==> src/rtl/ibf_pkg.sv <==
// ============================================================================
// ibf_pkg
// Shared widths, coefficient table, microcode and command types for the
// sixth-order bandpass IIR filter unit.
// ============================================================================
package ibf_pkg;

    // number formats
    localparam int SAMPLE_WIDTH = 16;
    localparam int STATE_WIDTH  = 48;
    localparam int COEF_FRAC    = 26;
    localparam int STATE_FRAC   = 30;
    localparam int TAPS         = 6;

    // rescaling shifts
    localparam int IN_SHIFT  = SAMPLE_WIDTH - 1 + COEF_FRAC - STATE_FRAC;
    localparam int OUT_SHIFT = STATE_FRAC - (SAMPLE_WIDTH - 1);

    // magnitude of a saturated state value
    localparam int MAG_WIDTH = STATE_WIDTH - 1;
    localparam logic [MAG_WIDTH-1:0] STATE_LIM = '1;

    // coefficient storage and magnitude
    localparam int COEF_WIDTH     = 32;
    localparam int COEF_MAG_WIDTH = 30;

    // split of a state magnitude into two multiplier operands
    localparam int LO_WIDTH  = COEF_FRAC;
    localparam int HI_WIDTH  = MAG_WIDTH - LO_WIDTH;
    localparam int OPA_AB    = (LO_WIDTH > HI_WIDTH) ? LO_WIDTH : HI_WIDTH;
    localparam int OPA_WIDTH = (OPA_AB > SAMPLE_WIDTH) ? OPA_AB : SAMPLE_WIDTH;

    // product and rounded partial widths
    localparam int PROD_WIDTH   = OPA_WIDTH + COEF_MAG_WIDTH;
    localparam int LO_RND_WIDTH = PROD_WIDTH + 1 - COEF_FRAC;

    // sequencer
    localparam int IDX_WIDTH  = 3;
    localparam int STEP_WIDTH = 5;
    localparam logic [STEP_WIDTH-1:0] FIRST_STEP        = STEP_WIDTH'(0);
    localparam logic [STEP_WIDTH-1:0] FIRST_FILTER_STEP = STEP_WIDTH'(6);
    localparam logic [STEP_WIDTH-1:0] LAST_STEP         = STEP_WIDTH'(22);

    // coefficient selector
    typedef enum logic [3:0] {
        COEF_ZI0,
        COEF_ZI1,
        COEF_ZI2,
        COEF_ZI3,
        COEF_ZI4,
        COEF_ZI5,
        COEF_NUM0,
        COEF_NUM2,
        COEF_NUM4,
        COEF_NUM6,
        COEF_DEN1,
        COEF_DEN2,
        COEF_DEN3,
        COEF_DEN4,
        COEF_DEN5,
        COEF_DEN6
    } coef_sel_t;

    // multiplier operand selector
    typedef enum logic [1:0] {
        OPA_X,
        OPA_YLO,
        OPA_YHI
    } opa_sel_t;

    // action taken on the product in the cycle after its issue
    typedef enum logic [2:0] {
        POST_NONE,
        POST_ZI,
        POST_Y,
        POST_XT,
        POST_XZ,
        POST_LO,
        POST_LOT,
        POST_HI
    } post_op_t;

    typedef struct packed {
        opa_sel_t               opa_sel;
        coef_sel_t              coef;
        post_op_t               post;
        logic [IDX_WIDTH-1:0]   idx;
    } micro_cmd_t;

    typedef struct packed {
        logic       load;
        logic       write_out;
        micro_cmd_t op;
    } dp_cmd_t;

    localparam micro_cmd_t MICRO_NOP = '{OPA_X, COEF_ZI0, POST_NONE, IDX_WIDTH'(0)};

    // fixed coefficients, signed Q5.26
    function automatic logic signed [COEF_WIDTH-1:0] coef_value(input coef_sel_t sel);
        logic signed [COEF_WIDTH-1:0] c;
        unique case (sel)
            COEF_ZI0:  c = -32'sd1535955;
            COEF_ZI1:  c = -32'sd1535955;
            COEF_ZI2:  c =  32'sd3071911;
            COEF_ZI3:  c =  32'sd3071911;
            COEF_ZI4:  c = -32'sd1535955;
            COEF_ZI5:  c = -32'sd1535955;
            COEF_NUM0: c =  32'sd1535955;
            COEF_NUM2: c = -32'sd4607866;
            COEF_NUM4: c =  32'sd4607866;
            COEF_NUM6: c = -32'sd1535955;
            COEF_DEN1: c = -32'sd310564772;
            COEF_DEN2: c =  32'sd600660886;
            COEF_DEN3: c = -32'sd625834911;
            COEF_DEN4: c =  32'sd372780062;
            COEF_DEN5: c = -32'sd120526318;
            COEF_DEN6: c =  32'sd16376197;
            default:   c = '0;
        endcase
        return c;
    endfunction

    // microcode: one multiplier issue per step
    function automatic micro_cmd_t micro_step(input logic [STEP_WIDTH-1:0] step);
        micro_cmd_t cmd;
        unique case (step)
            // initial-condition load
            5'd0:    cmd = '{OPA_X,   COEF_ZI0,  POST_ZI,   3'd0};
            5'd1:    cmd = '{OPA_X,   COEF_ZI1,  POST_ZI,   3'd1};
            5'd2:    cmd = '{OPA_X,   COEF_ZI2,  POST_ZI,   3'd2};
            5'd3:    cmd = '{OPA_X,   COEF_ZI3,  POST_ZI,   3'd3};
            5'd4:    cmd = '{OPA_X,   COEF_ZI4,  POST_ZI,   3'd4};
            5'd5:    cmd = '{OPA_X,   COEF_ZI5,  POST_ZI,   3'd5};
            // output sample
            5'd6:    cmd = '{OPA_X,   COEF_NUM0, POST_Y,    3'd0};
            5'd7:    cmd = MICRO_NOP;
            // tap 0
            5'd8:    cmd = '{OPA_YLO, COEF_DEN1, POST_LOT,  3'd1};
            5'd9:    cmd = '{OPA_YHI, COEF_DEN1, POST_HI,   3'd0};
            // tap 1
            5'd10:   cmd = '{OPA_X,   COEF_NUM2, POST_XT,   3'd2};
            5'd11:   cmd = '{OPA_YLO, COEF_DEN2, POST_LO,   3'd0};
            5'd12:   cmd = '{OPA_YHI, COEF_DEN2, POST_HI,   3'd1};
            // tap 2
            5'd13:   cmd = '{OPA_YLO, COEF_DEN3, POST_LOT,  3'd3};
            5'd14:   cmd = '{OPA_YHI, COEF_DEN3, POST_HI,   3'd2};
            // tap 3
            5'd15:   cmd = '{OPA_X,   COEF_NUM4, POST_XT,   3'd4};
            5'd16:   cmd = '{OPA_YLO, COEF_DEN4, POST_LO,   3'd0};
            5'd17:   cmd = '{OPA_YHI, COEF_DEN4, POST_HI,   3'd3};
            // tap 4
            5'd18:   cmd = '{OPA_YLO, COEF_DEN5, POST_LOT,  3'd5};
            5'd19:   cmd = '{OPA_YHI, COEF_DEN5, POST_HI,   3'd4};
            // tap 5, no upstream state
            5'd20:   cmd = '{OPA_X,   COEF_NUM6, POST_XZ,   3'd0};
            5'd21:   cmd = '{OPA_YLO, COEF_DEN6, POST_LO,   3'd0};
            5'd22:   cmd = '{OPA_YHI, COEF_DEN6, POST_HI,   3'd5};
            default: cmd = MICRO_NOP;
        endcase
        return cmd;
    endfunction

endpackage

==> src/rtl/ibf_in_if.sv <==
// ============================================================================
// ibf_in_if
// Input sample channel: valid/ready handshake with sample and record flag.
// ============================================================================
interface ibf_in_if;

    logic                                     valid;
    logic                                     ready;
    logic signed [ibf_pkg::SAMPLE_WIDTH-1:0]  sample;
    logic                                     start_of_record;

    modport source (output valid, output sample, output start_of_record, input ready);
    modport sink   (input valid, input sample, input start_of_record, output ready);

endinterface

==> src/rtl/ibf_out_if.sv <==
// ============================================================================
// ibf_out_if
// Output sample channel: valid/ready handshake with the filtered sample.
// ============================================================================
interface ibf_out_if;

    logic                                     valid;
    logic                                     ready;
    logic signed [ibf_pkg::SAMPLE_WIDTH-1:0]  filtered;

    modport source (output valid, output filtered, input ready);
    modport sink   (input valid, input filtered, output ready);

endinterface

==> src/rtl/ibf_datapath.sv <==
// ============================================================================
// ibf_datapath
// Shared magnitude multiplier, rounding and saturation, delay line and
// output register of the bandpass filter.
// ============================================================================
module ibf_datapath (
    input  logic                                    clk,
    input  logic                                    rst_n,
    input  ibf_pkg::dp_cmd_t                        cmd,
    input  logic signed [ibf_pkg::SAMPLE_WIDTH-1:0] sample,
    output logic signed [ibf_pkg::SAMPLE_WIDTH-1:0] filtered
);

    import ibf_pkg::*;

    localparam logic [PROD_WIDTH:0] X_HALF = (PROD_WIDTH + 1)'(1) << (IN_SHIFT - 1);
    localparam logic [PROD_WIDTH:0] Y_HALF = (PROD_WIDTH + 1)'(1) << (COEF_FRAC - 1);
    localparam logic [MAG_WIDTH:0]  OUT_HALF = (MAG_WIDTH + 1)'(1) << (OUT_SHIFT - 1);
    localparam logic [MAG_WIDTH:0]  OUT_MAX =
        (MAG_WIDTH + 1)'((SAMPLE_WIDTH + 1)'(1) << (SAMPLE_WIDTH - 1)) - (MAG_WIDTH + 1)'(1);
    localparam logic signed [STATE_WIDTH:0] SUM_LIM  = signed'({2'b00, STATE_LIM});
    localparam logic signed [STATE_WIDTH:0] SUM_NLIM = -SUM_LIM;
    localparam logic [SAMPLE_WIDTH-1:0] OUT_POS = {1'b0, {(SAMPLE_WIDTH - 1){1'b1}}};
    localparam logic [SAMPLE_WIDTH-1:0] OUT_NEG = {1'b1, {(SAMPLE_WIDTH - 1){1'b0}}};

    // clamp an unsigned magnitude to the state limit
    function automatic logic [MAG_WIDTH-1:0] clamp_mag(input logic [PROD_WIDTH:0] m);
        logic [MAG_WIDTH-1:0] r;
        if (m > (PROD_WIDTH + 1)'(STATE_LIM))
            r = STATE_LIM;
        else
            r = m[MAG_WIDTH-1:0];
        return r;
    endfunction

    // attach a sign to a magnitude
    function automatic logic signed [STATE_WIDTH-1:0] with_sign(
        input logic [MAG_WIDTH-1:0] mag,
        input logic                 neg
    );
        logic signed [STATE_WIDTH-1:0] v;
        v = signed'({1'b0, mag});
        return neg ? -v : v;
    endfunction

    // symmetric saturating add
    function automatic logic signed [STATE_WIDTH-1:0] sat_add(
        input logic signed [STATE_WIDTH-1:0] a,
        input logic signed [STATE_WIDTH-1:0] b
    );
        logic signed [STATE_WIDTH:0]   sum;
        logic signed [STATE_WIDTH-1:0] r;
        sum = (STATE_WIDTH + 1)'(a) + (STATE_WIDTH + 1)'(b);
        if (sum > SUM_LIM)
            r = signed'({1'b0, STATE_LIM});
        else if (sum < SUM_NLIM)
            r = -signed'({1'b0, STATE_LIM});
        else
            r = sum[STATE_WIDTH-1:0];
        return r;
    endfunction

    logic [SAMPLE_WIDTH-1:0]              x_mag_reg;
    logic                                 x_neg_reg;
    logic [MAG_WIDTH-1:0]                 y_mag_reg;
    logic                                 y_neg_reg;
    logic [PROD_WIDTH-1:0]                prod_reg;
    logic                                 neg_reg;
    post_op_t                             post_reg;
    logic [IDX_WIDTH-1:0]                 idx_reg;
    logic [LO_RND_WIDTH-1:0]              lo_reg;
    logic signed [STATE_WIDTH-1:0]        t_reg;
    logic signed [STATE_WIDTH-1:0]        state_reg [TAPS];
    logic signed [SAMPLE_WIDTH-1:0]       filtered_reg;

    logic [SAMPLE_WIDTH-1:0]              x_mag_next;
    logic [OPA_WIDTH-1:0]                 opa;
    logic                                 opa_neg;
    logic signed [COEF_WIDTH-1:0]         coef;
    logic [COEF_WIDTH-1:0]                coef_abs;
    logic [COEF_MAG_WIDTH-1:0]            coef_mag;
    logic [PROD_WIDTH:0]                  rx_sum;
    logic signed [STATE_WIDTH-1:0]        rx_term;
    logic [LO_RND_WIDTH-1:0]              lo_rnd;
    logic [PROD_WIDTH:0]                  hi_sum;
    logic signed [STATE_WIDTH-1:0]        fb_term;
    logic signed [STATE_WIDTH-1:0]        s_rd;
    logic signed [STATE_WIDTH-1:0]        y_full;
    logic [STATE_WIDTH-1:0]               y_abs;
    logic [MAG_WIDTH:0]                   out_rnd;
    logic [SAMPLE_WIDTH-1:0]              out_mag;
    logic signed [SAMPLE_WIDTH-1:0]       filtered_next;

    // input sample as sign and magnitude
    assign x_mag_next = sample[SAMPLE_WIDTH-1] ? (SAMPLE_WIDTH'(0) - unsigned'(sample))
                                               : unsigned'(sample);

    always_ff @(posedge clk)
    begin
        if (cmd.load)
        begin
            x_mag_reg <= x_mag_next;
            x_neg_reg <= sample[SAMPLE_WIDTH-1];
        end
    end

    // multiplier operand selection
    always_comb
    begin
        case (cmd.op.opa_sel)
            OPA_X:   opa = OPA_WIDTH'(x_mag_reg);
            OPA_YLO: opa = OPA_WIDTH'(y_mag_reg[LO_WIDTH-1:0]);
            OPA_YHI: opa = OPA_WIDTH'(y_mag_reg[MAG_WIDTH-1:LO_WIDTH]);
            default: opa = '0;
        endcase
        coef     = coef_value(cmd.op.coef);
        coef_abs = coef[COEF_WIDTH-1] ? (COEF_WIDTH'(0) - unsigned'(coef)) : unsigned'(coef);
        coef_mag = coef_abs[COEF_MAG_WIDTH-1:0];
        opa_neg  = ((cmd.op.opa_sel == OPA_X) ? x_neg_reg : y_neg_reg) ^ coef[COEF_WIDTH-1];
    end

    // shared multiplier stage
    always_ff @(posedge clk)
    begin
        prod_reg <= opa * coef_mag;
        neg_reg  <= opa_neg;
        idx_reg  <= cmd.op.idx;
    end

    always_ff @(posedge clk or negedge rst_n)
    begin
        if (!rst_n)
            post_reg <= POST_NONE;
        else
            post_reg <= cmd.op.post;
    end

    // rounding and saturation of the registered product
    always_comb
    begin
        rx_sum  = {1'b0, prod_reg} + X_HALF;
        rx_term = with_sign(clamp_mag(rx_sum >> IN_SHIFT), neg_reg);
        lo_rnd  = LO_RND_WIDTH'(({1'b0, prod_reg} + Y_HALF) >> COEF_FRAC);
        hi_sum  = {1'b0, prod_reg} + (PROD_WIDTH + 1)'(lo_reg);
        fb_term = with_sign(clamp_mag(hi_sum), ~neg_reg);
        s_rd    = state_reg[idx_reg];
        y_full  = sat_add(rx_term, state_reg[0]);
        y_abs   = y_full[STATE_WIDTH-1] ? (STATE_WIDTH'(0) - unsigned'(y_full))
                                        : unsigned'(y_full);
    end

    // delay line
    always_ff @(posedge clk or negedge rst_n)
    begin
        if (!rst_n)
        begin
            for (int i = 0; i < TAPS; i++)
                state_reg[i] <= '0;
        end
        else
        begin
            case (post_reg)
                POST_ZI: state_reg[idx_reg] <= rx_term;
                POST_HI: state_reg[idx_reg] <= sat_add(t_reg, fb_term);
                default: ;
            endcase
        end
    end

    // output sample and partial terms
    always_ff @(posedge clk)
    begin
        case (post_reg)
            POST_Y:
            begin
                y_mag_reg <= y_abs[MAG_WIDTH-1:0];
                y_neg_reg <= y_full[STATE_WIDTH-1];
            end
            POST_XT:  t_reg <= sat_add(rx_term, s_rd);
            POST_XZ:  t_reg <= rx_term;
            POST_LO:  lo_reg <= lo_rnd;
            POST_LOT:
            begin
                lo_reg <= lo_rnd;
                t_reg  <= s_rd;
            end
            default: ;
        endcase
    end

    // output rounding and clamp
    always_comb
    begin
        out_rnd = ({1'b0, y_mag_reg} + OUT_HALF) >> OUT_SHIFT;
        out_mag = out_rnd[SAMPLE_WIDTH-1:0];
        if (out_rnd > OUT_MAX)
            filtered_next = y_neg_reg ? signed'(OUT_NEG) : signed'(OUT_POS);
        else
            filtered_next = y_neg_reg ? signed'(SAMPLE_WIDTH'(0) - out_mag) : signed'(out_mag);
    end

    always_ff @(posedge clk)
    begin
        if (cmd.write_out)
            filtered_reg <= filtered_next;
    end

    assign filtered = filtered_reg;

endmodule

==> src/rtl/ibf_controller.sv <==
// ============================================================================
// ibf_controller
// Sequencer of the bandpass filter: handshakes, microcode step counter and
// output valid flag.
// ============================================================================
module ibf_controller (
    input  logic              clk,
    input  logic              rst_n,
    input  logic              in_valid,
    input  logic              in_start,
    output logic              in_ready,
    output logic              out_valid,
    input  logic              out_ready,
    output ibf_pkg::dp_cmd_t  cmd
);

    import ibf_pkg::*;

    typedef enum logic [2:0] {
        ST_IDLE = 3'b001,
        ST_RUN  = 3'b010,
        ST_DONE = 3'b100
    } state_t;

    state_t                  state_reg;
    state_t                  state_next;
    logic [STEP_WIDTH-1:0]   step_reg;
    logic [STEP_WIDTH-1:0]   step_next;
    logic                    out_valid_reg;
    logic                    out_valid_next;

    // next state and datapath commands
    always_comb
    begin
        state_next    = state_reg;
        step_next     = step_reg;
        cmd.load      = 1'b0;
        cmd.write_out = 1'b0;
        cmd.op        = MICRO_NOP;
        unique case (state_reg)
            ST_IDLE:
            begin
                if (in_valid)
                begin
                    cmd.load   = 1'b1;
                    step_next  = in_start ? FIRST_STEP : FIRST_FILTER_STEP;
                    state_next = ST_RUN;
                end
            end
            ST_RUN:
            begin
                cmd.op = micro_step(step_reg);
                if (step_reg == LAST_STEP)
                    state_next = ST_DONE;
                else
                    step_next = step_reg + STEP_WIDTH'(1);
            end
            ST_DONE:
            begin
                if (!out_valid_reg || out_ready)
                begin
                    cmd.write_out = 1'b1;
                    state_next    = ST_IDLE;
                end
            end
            default: state_next = ST_IDLE;
        endcase
    end

    // output register occupancy
    always_comb
    begin
        if (cmd.write_out)
            out_valid_next = 1'b1;
        else if (out_ready)
            out_valid_next = 1'b0;
        else
            out_valid_next = out_valid_reg;
    end

    always_ff @(posedge clk or negedge rst_n)
    begin
        if (!rst_n)
        begin
            state_reg     <= ST_IDLE;
            step_reg      <= '0;
            out_valid_reg <= 1'b0;
        end
        else
        begin
            state_reg     <= state_next;
            step_reg      <= step_next;
            out_valid_reg <= out_valid_next;
        end
    end

    assign in_ready  = (state_reg == ST_IDLE);
    assign out_valid = out_valid_reg;

endmodule

==> src/rtl/iir_bandpass_filter_unit.sv <==
// ============================================================================
// iir_bandpass_filter_unit
// Sixth-order bandpass IIR filter, transposed direct form II, fixed point.
// ============================================================================
// One Q1.15 sample in, one saturated Q1.15 sample out per transfer. A sample
// with start_of_record set first reloads the six delay registers with the
// fixed initial-condition vector times that sample (six extra reload products).
// All products go through one shared 26x30 magnitude multiplier, one partial
// product per cycle. The result waits in an output register, and the next
// sample is taken while it does; a result not yet taken holds back only the
// following one.
// ============================================================================
module iir_bandpass_filter_unit (
    input  logic         clk,
    input  logic         rst_n,
    ibf_in_if.sink       x_stream,
    ibf_out_if.source    y_stream
);

    import ibf_pkg::*;

    dp_cmd_t  cmd;
    logic     in_ready;
    logic     out_valid;

    // sequencer
    ibf_controller u_controller (
        .clk       (clk),
        .rst_n     (rst_n),
        .in_valid  (x_stream.valid),
        .in_start  (x_stream.start_of_record),
        .in_ready  (in_ready),
        .out_valid (out_valid),
        .out_ready (y_stream.ready),
        .cmd       (cmd)
    );

    // arithmetic and delay line
    ibf_datapath u_datapath (
        .clk      (clk),
        .rst_n    (rst_n),
        .cmd      (cmd),
        .sample   (x_stream.sample),
        .filtered (y_stream.filtered)
    );

    assign x_stream.ready = in_ready;
    assign y_stream.valid = out_valid;

endmodule
==> src/flat_wrapper.sv <==
// flat-port wrapper written by rule: the top's interface ports become plain ports
module iir_bandpass_filter_unit_flat import ibf_pkg::*;
  (clk, rst_n, x_stream_valid, x_stream_sample, x_stream_start_of_record, x_stream_ready, y_stream_valid, y_stream_filtered, y_stream_ready);
  ibf_in_if x_stream_i ();
  ibf_out_if y_stream_i ();
  input  logic clk;
  input  logic rst_n;
  input wire logic [$bits(x_stream_i.valid)-1:0] x_stream_valid;
  input wire logic [$bits(x_stream_i.sample)-1:0] x_stream_sample;
  input wire logic [$bits(x_stream_i.start_of_record)-1:0] x_stream_start_of_record;
  output wire logic [$bits(x_stream_i.ready)-1:0] x_stream_ready;
  output wire logic [$bits(y_stream_i.valid)-1:0] y_stream_valid;
  output wire logic [$bits(y_stream_i.filtered)-1:0] y_stream_filtered;
  input wire logic [$bits(y_stream_i.ready)-1:0] y_stream_ready;
  assign x_stream_i.valid = x_stream_valid;
  assign x_stream_i.sample = x_stream_sample;
  assign x_stream_i.start_of_record = x_stream_start_of_record;
  assign x_stream_ready = x_stream_i.ready;
  assign y_stream_valid = y_stream_i.valid;
  assign y_stream_filtered = y_stream_i.filtered;
  assign y_stream_i.ready = y_stream_ready;
  iir_bandpass_filter_unit u_core (.clk(clk), .rst_n(rst_n), .x_stream(x_stream_i), .y_stream(y_stream_i));
endmodule
==> config.mk <==
export PLATFORM = sky130hd
export DESIGN_NAME = iir_bandpass_filter_unit_flat
export DESIGN_NICKNAME = d
export VERILOG_FILES = /design/src/rtl/ibf_pkg.sv /design/src/rtl/ibf_in_if.sv /design/src/rtl/ibf_out_if.sv /design/src/rtl/ibf_datapath.sv /design/src/rtl/ibf_controller.sv /design/src/rtl/iir_bandpass_filter_unit.sv /design/src/flat_wrapper.sv
export SDC_FILE = /design/constraint.sdc
export NUM_CORES = 2
export LEC_CHECK = 0
export BUFFER_PORTS_ARGS = -buffer_cell sky130_fd_sc_hd__clkbuf_2
export CAP_MARGIN = 10
export CORE_UTILIZATION = 30
export DETAILED_ROUTE_END_ITERATION = 6
export MAX_ROUTING_LAYER = met4
export SLEW_MARGIN = 20
export SYNTH_ARGS = -nofsm -noshare
export SYNTH_HDL_FRONTEND = slang
export SYNTH_SLANG_ARGS = --single-unit
==> constraint.sdc <==
create_clock -name clk -period 35.8 [get_ports clk]
set_input_delay 7.16 -clock clk [delete_from_list [all_inputs] [get_ports clk]]
set_output_delay 7.16 -clock clk [all_outputs]
set_load 0.1 [all_outputs]
==> impl_metrics.json <==
{
  "firstDrtPassIters": 6,
  "drc_errors": 0,
  "ys_seq_area_share_pct": 20.6,
  "initial_core_util_pct": 30.2,
  "die_w_um": 469,
  "largest_reg_flops": 288,
  "rows": 171,
  "grt_antenna_before_repair": 4,
  "grt_pass1_vias": 56800,
  "yosysWarningCount": 0,
  "rsz0062_at_grt": "false",
  "start_kind": "flop",
  "r2r-end": "u_core.u_datapath.prod_reg[55]",
  "syn_inst": 7803,
  "synth_area_mm2": 0.0654,
  "die_h_um": 469,
  "reg2reg_depth": 40,
  "cts_hold_buf": 0,
  "cpMostUsedCell": "fa_1",
  "whs_path_depth": 2,
  "post-route-min-period_ns": 13.75,
  "drive_above_1_share_pct": 6.39,
  "synth_top_family_by_area": "adder cells",
  "synth-simple-area-share_pct": 18.0,
  "synth-xor-area-share_pct": 5.67,
  "setup_tns_ns": 0,
  "top_layer": "met4",
  "grt_max_degree": 172,
  "seq_area_mm2": 0.0135,
  "vias": 58200,
  "cts_setup_buffers": 0,
  "syn_area_per_cell_um2": 8.39,
  "synth_edf_count": 160,
  "synthMuxAreaShare_pct": 2.62,
  "io_buffers": 38,
  "grt_pass1_wl_mm": 368,
  "clock.fmax_mhz": 72.7,
  "status": "completed",
  "max-clock-path-buffers": 3,
  "fillers": 22700,
  "hp-class": "reg2reg",
  "cts_tree": "yes",
  "synth_ff_type": "dfrtp_1",
  "critical-path-max-stage-delay_ns": 0.94,
  "final_cell_mix": "1061 x nand2_1, 773 x inv_1, 674 x fa_1",
  "met2_length_mm": 109,
  "wl_mm": 244,
  "cp_max_fo": 20,
  "path_class": "reg2reg",
  "place_hpwl_mm": 192,
  "timing.rr.start": "u_core.u_controller.step_reg[3]",
  "min_period_over_period_pct": 38.4,
  "holdCritStartpoint": "u_core.u_datapath.state_reg[229]",
  "slew_headroom_pct": 20.6,
  "drtIter0Drc": 5889,
  "synth_compound_area_share_pct": 17.5,
  "vias_per_cell": 5.51,
  "crit_arrival_ns": 14.28,
  "grt_overflow_total": 0,
  "wl_met1_mm": 109,
  "final_common_cell": "nand2_1",
  "nets": 8732,
  "area_growth_pct": 8.85,
  "synth.distinct_cells": 111,
  "worst_hold_path.endpoint": "u_core.u_datapath.state_reg[229]",
  "worst_slew_pin_slew_ns": 1.19,
  "reg2reg_slack_ns": 22.05,
  "worstPathRequired_ns": 36.32,
  "async_reset_ff_share_pct": 57.7,
  "place.gp.congestion": 0.997,
  "root_buffer": "clkbuf_16",
  "crit_path_top_delay_cell": "xor2_1",
  "grt_util_all_layers_pct": 22.7,
  "wl_met3_mm": 16.2,
  "cp-end-kind": "flop",
  "routedWlPerCell_um": 23.1,
  "htreeDepth": 3,
  "cts.clk_slew.worst_paths_ns": 0.06,
  "finalMaxSlewViolations": 0,
  "dieArea_mm2": 0.220,
  "ys_ff_latch": 520,
  "io_pins": 39,
  "cts_sinks": 520,
  "setup_viol": 0,
  "core-area_mm2": 0.217,
  "fin_skew_ns": 0.0611,
  "hold_violations": 0,
  "maxCapViolCount": 0,
  "drtAntennaViolNets": 0,
  "synth_adder_area_share_pct": 28.5,
  "clk_latency_ns": 0.70,
  "cts_resized": 0,
  "cts_made_buffers": 66,
  "multi_input_area_mm2": 0.0477
}
synth_stat cells (all sizes together), types with 60 or more instances:
cell type	count	area (um^2)
xor2	162	1420
mux2i	69	691
fa	674	13500
ha	395	4940
a22oi	136	1020
nand4	93	588
nor3	115	581
nor2	664	2490
a21o	142	1070
xnor2	261	2290
inv	773	2900
dfxtp	60	1200
edfxtp	160	4800
mux2	87	980
dfrtp	299	7480
a21oi	436	2190
or3	61	397
and2	69	432
a211oi	68	526
nand2b	63	394
clkbuf	398	1500
nand3	183	916
nand2	1068	4010
o21ai	492	2470
o31ai	99	753
worst max-delay path by stage:
stage                                          from                              to  slack [ns]  cells after the start
finish              u_core.u_controller.step_reg[3]  u_core.u_datapath.prod_reg[55]       22.05                     40
floorplan           u_core.u_controller.step_reg[1]  u_core.u_datapath.prod_reg[52]       24.38                     48
detailed placement  u_core.u_controller.step_reg[3]  u_core.u_datapath.prod_reg[55]       22.19                     40
global placement    u_core.u_controller.step_reg[3]  u_core.u_datapath.prod_reg[55]       22.42                     45
global route        u_core.u_controller.step_reg[3]  u_core.u_datapath.prod_reg[55]       21.45                     41
CTS                 u_core.u_controller.step_reg[3]  u_core.u_datapath.prod_reg[55]       22.17                     40
layer usage:
metal / up-vias / global-route usage, %
met4: 0 / 8.29
met5: - / -
met3: 395 / 2.51
met1: 29200 / 31.0
li1: 26300 / -
met2: 2312 / 34.5
metrics by stage:
| step | utilization, % | cell area [um^2] | hold WS [ns] | worst slack, ns | instances |
|---|---|---|---|---|---|
| floorplan | - | 65500 | 0.448 | 24.38 | 7827 |
| CTS | 32.8 | 71200 | 0.479 | 22.17 | 10500 |
| finish | 32.8 | 71200 | 0.476 | 22.05 | 10600 |
| global placement | 31.8 | 68900 | 0.460 | 22.42 | 10400 |
| detailed placement | 31.8 | 69000 | 0.466 | 22.19 | 10400 |
| global route | 32.8 | 71200 | 0.493 | 21.45 | 10500 |
cells by family (layout without fill, tap and decap cells):
group / Yosys count / in the layout
buffers and inverters: 1214 / 1081
XOR/XNOR: 423 / 423
adder cells (fa/ha/maj): 1091 / 1091
flip-flops: 520 / 520
AO/OA/AOI/OAI: 1800 / 1800
multiplexers: 158 / 158
AND/OR/NAND/NOR: 2595 / 2595
other: 2 / 31
final cells by class:
cell class	instances	area share, %
multi-input combinational	6093	66.9
sequential	520	19.0
tap	2854	5.01
inverter	776	4.09
clock buffer	89	2.57
timing repair buffer	185	1.85
clock inverter	31	0.601
antenna	5	0.0176
critical path: cells and delay by family, from the launching register on:
family | cells | cell delay, ns
compound gates | 13 | 3.65
xor+xnor | 1 | 0.94
fa+ha+maj | 10 | 4.82
buf+inv | 3 | 1.05
flops | 1 | 0.81
simple gates | 13 | 2.30
Power is not shown: default switching activity piles up to over one toggle a cycle in this logic, so the estimate is an artifact.
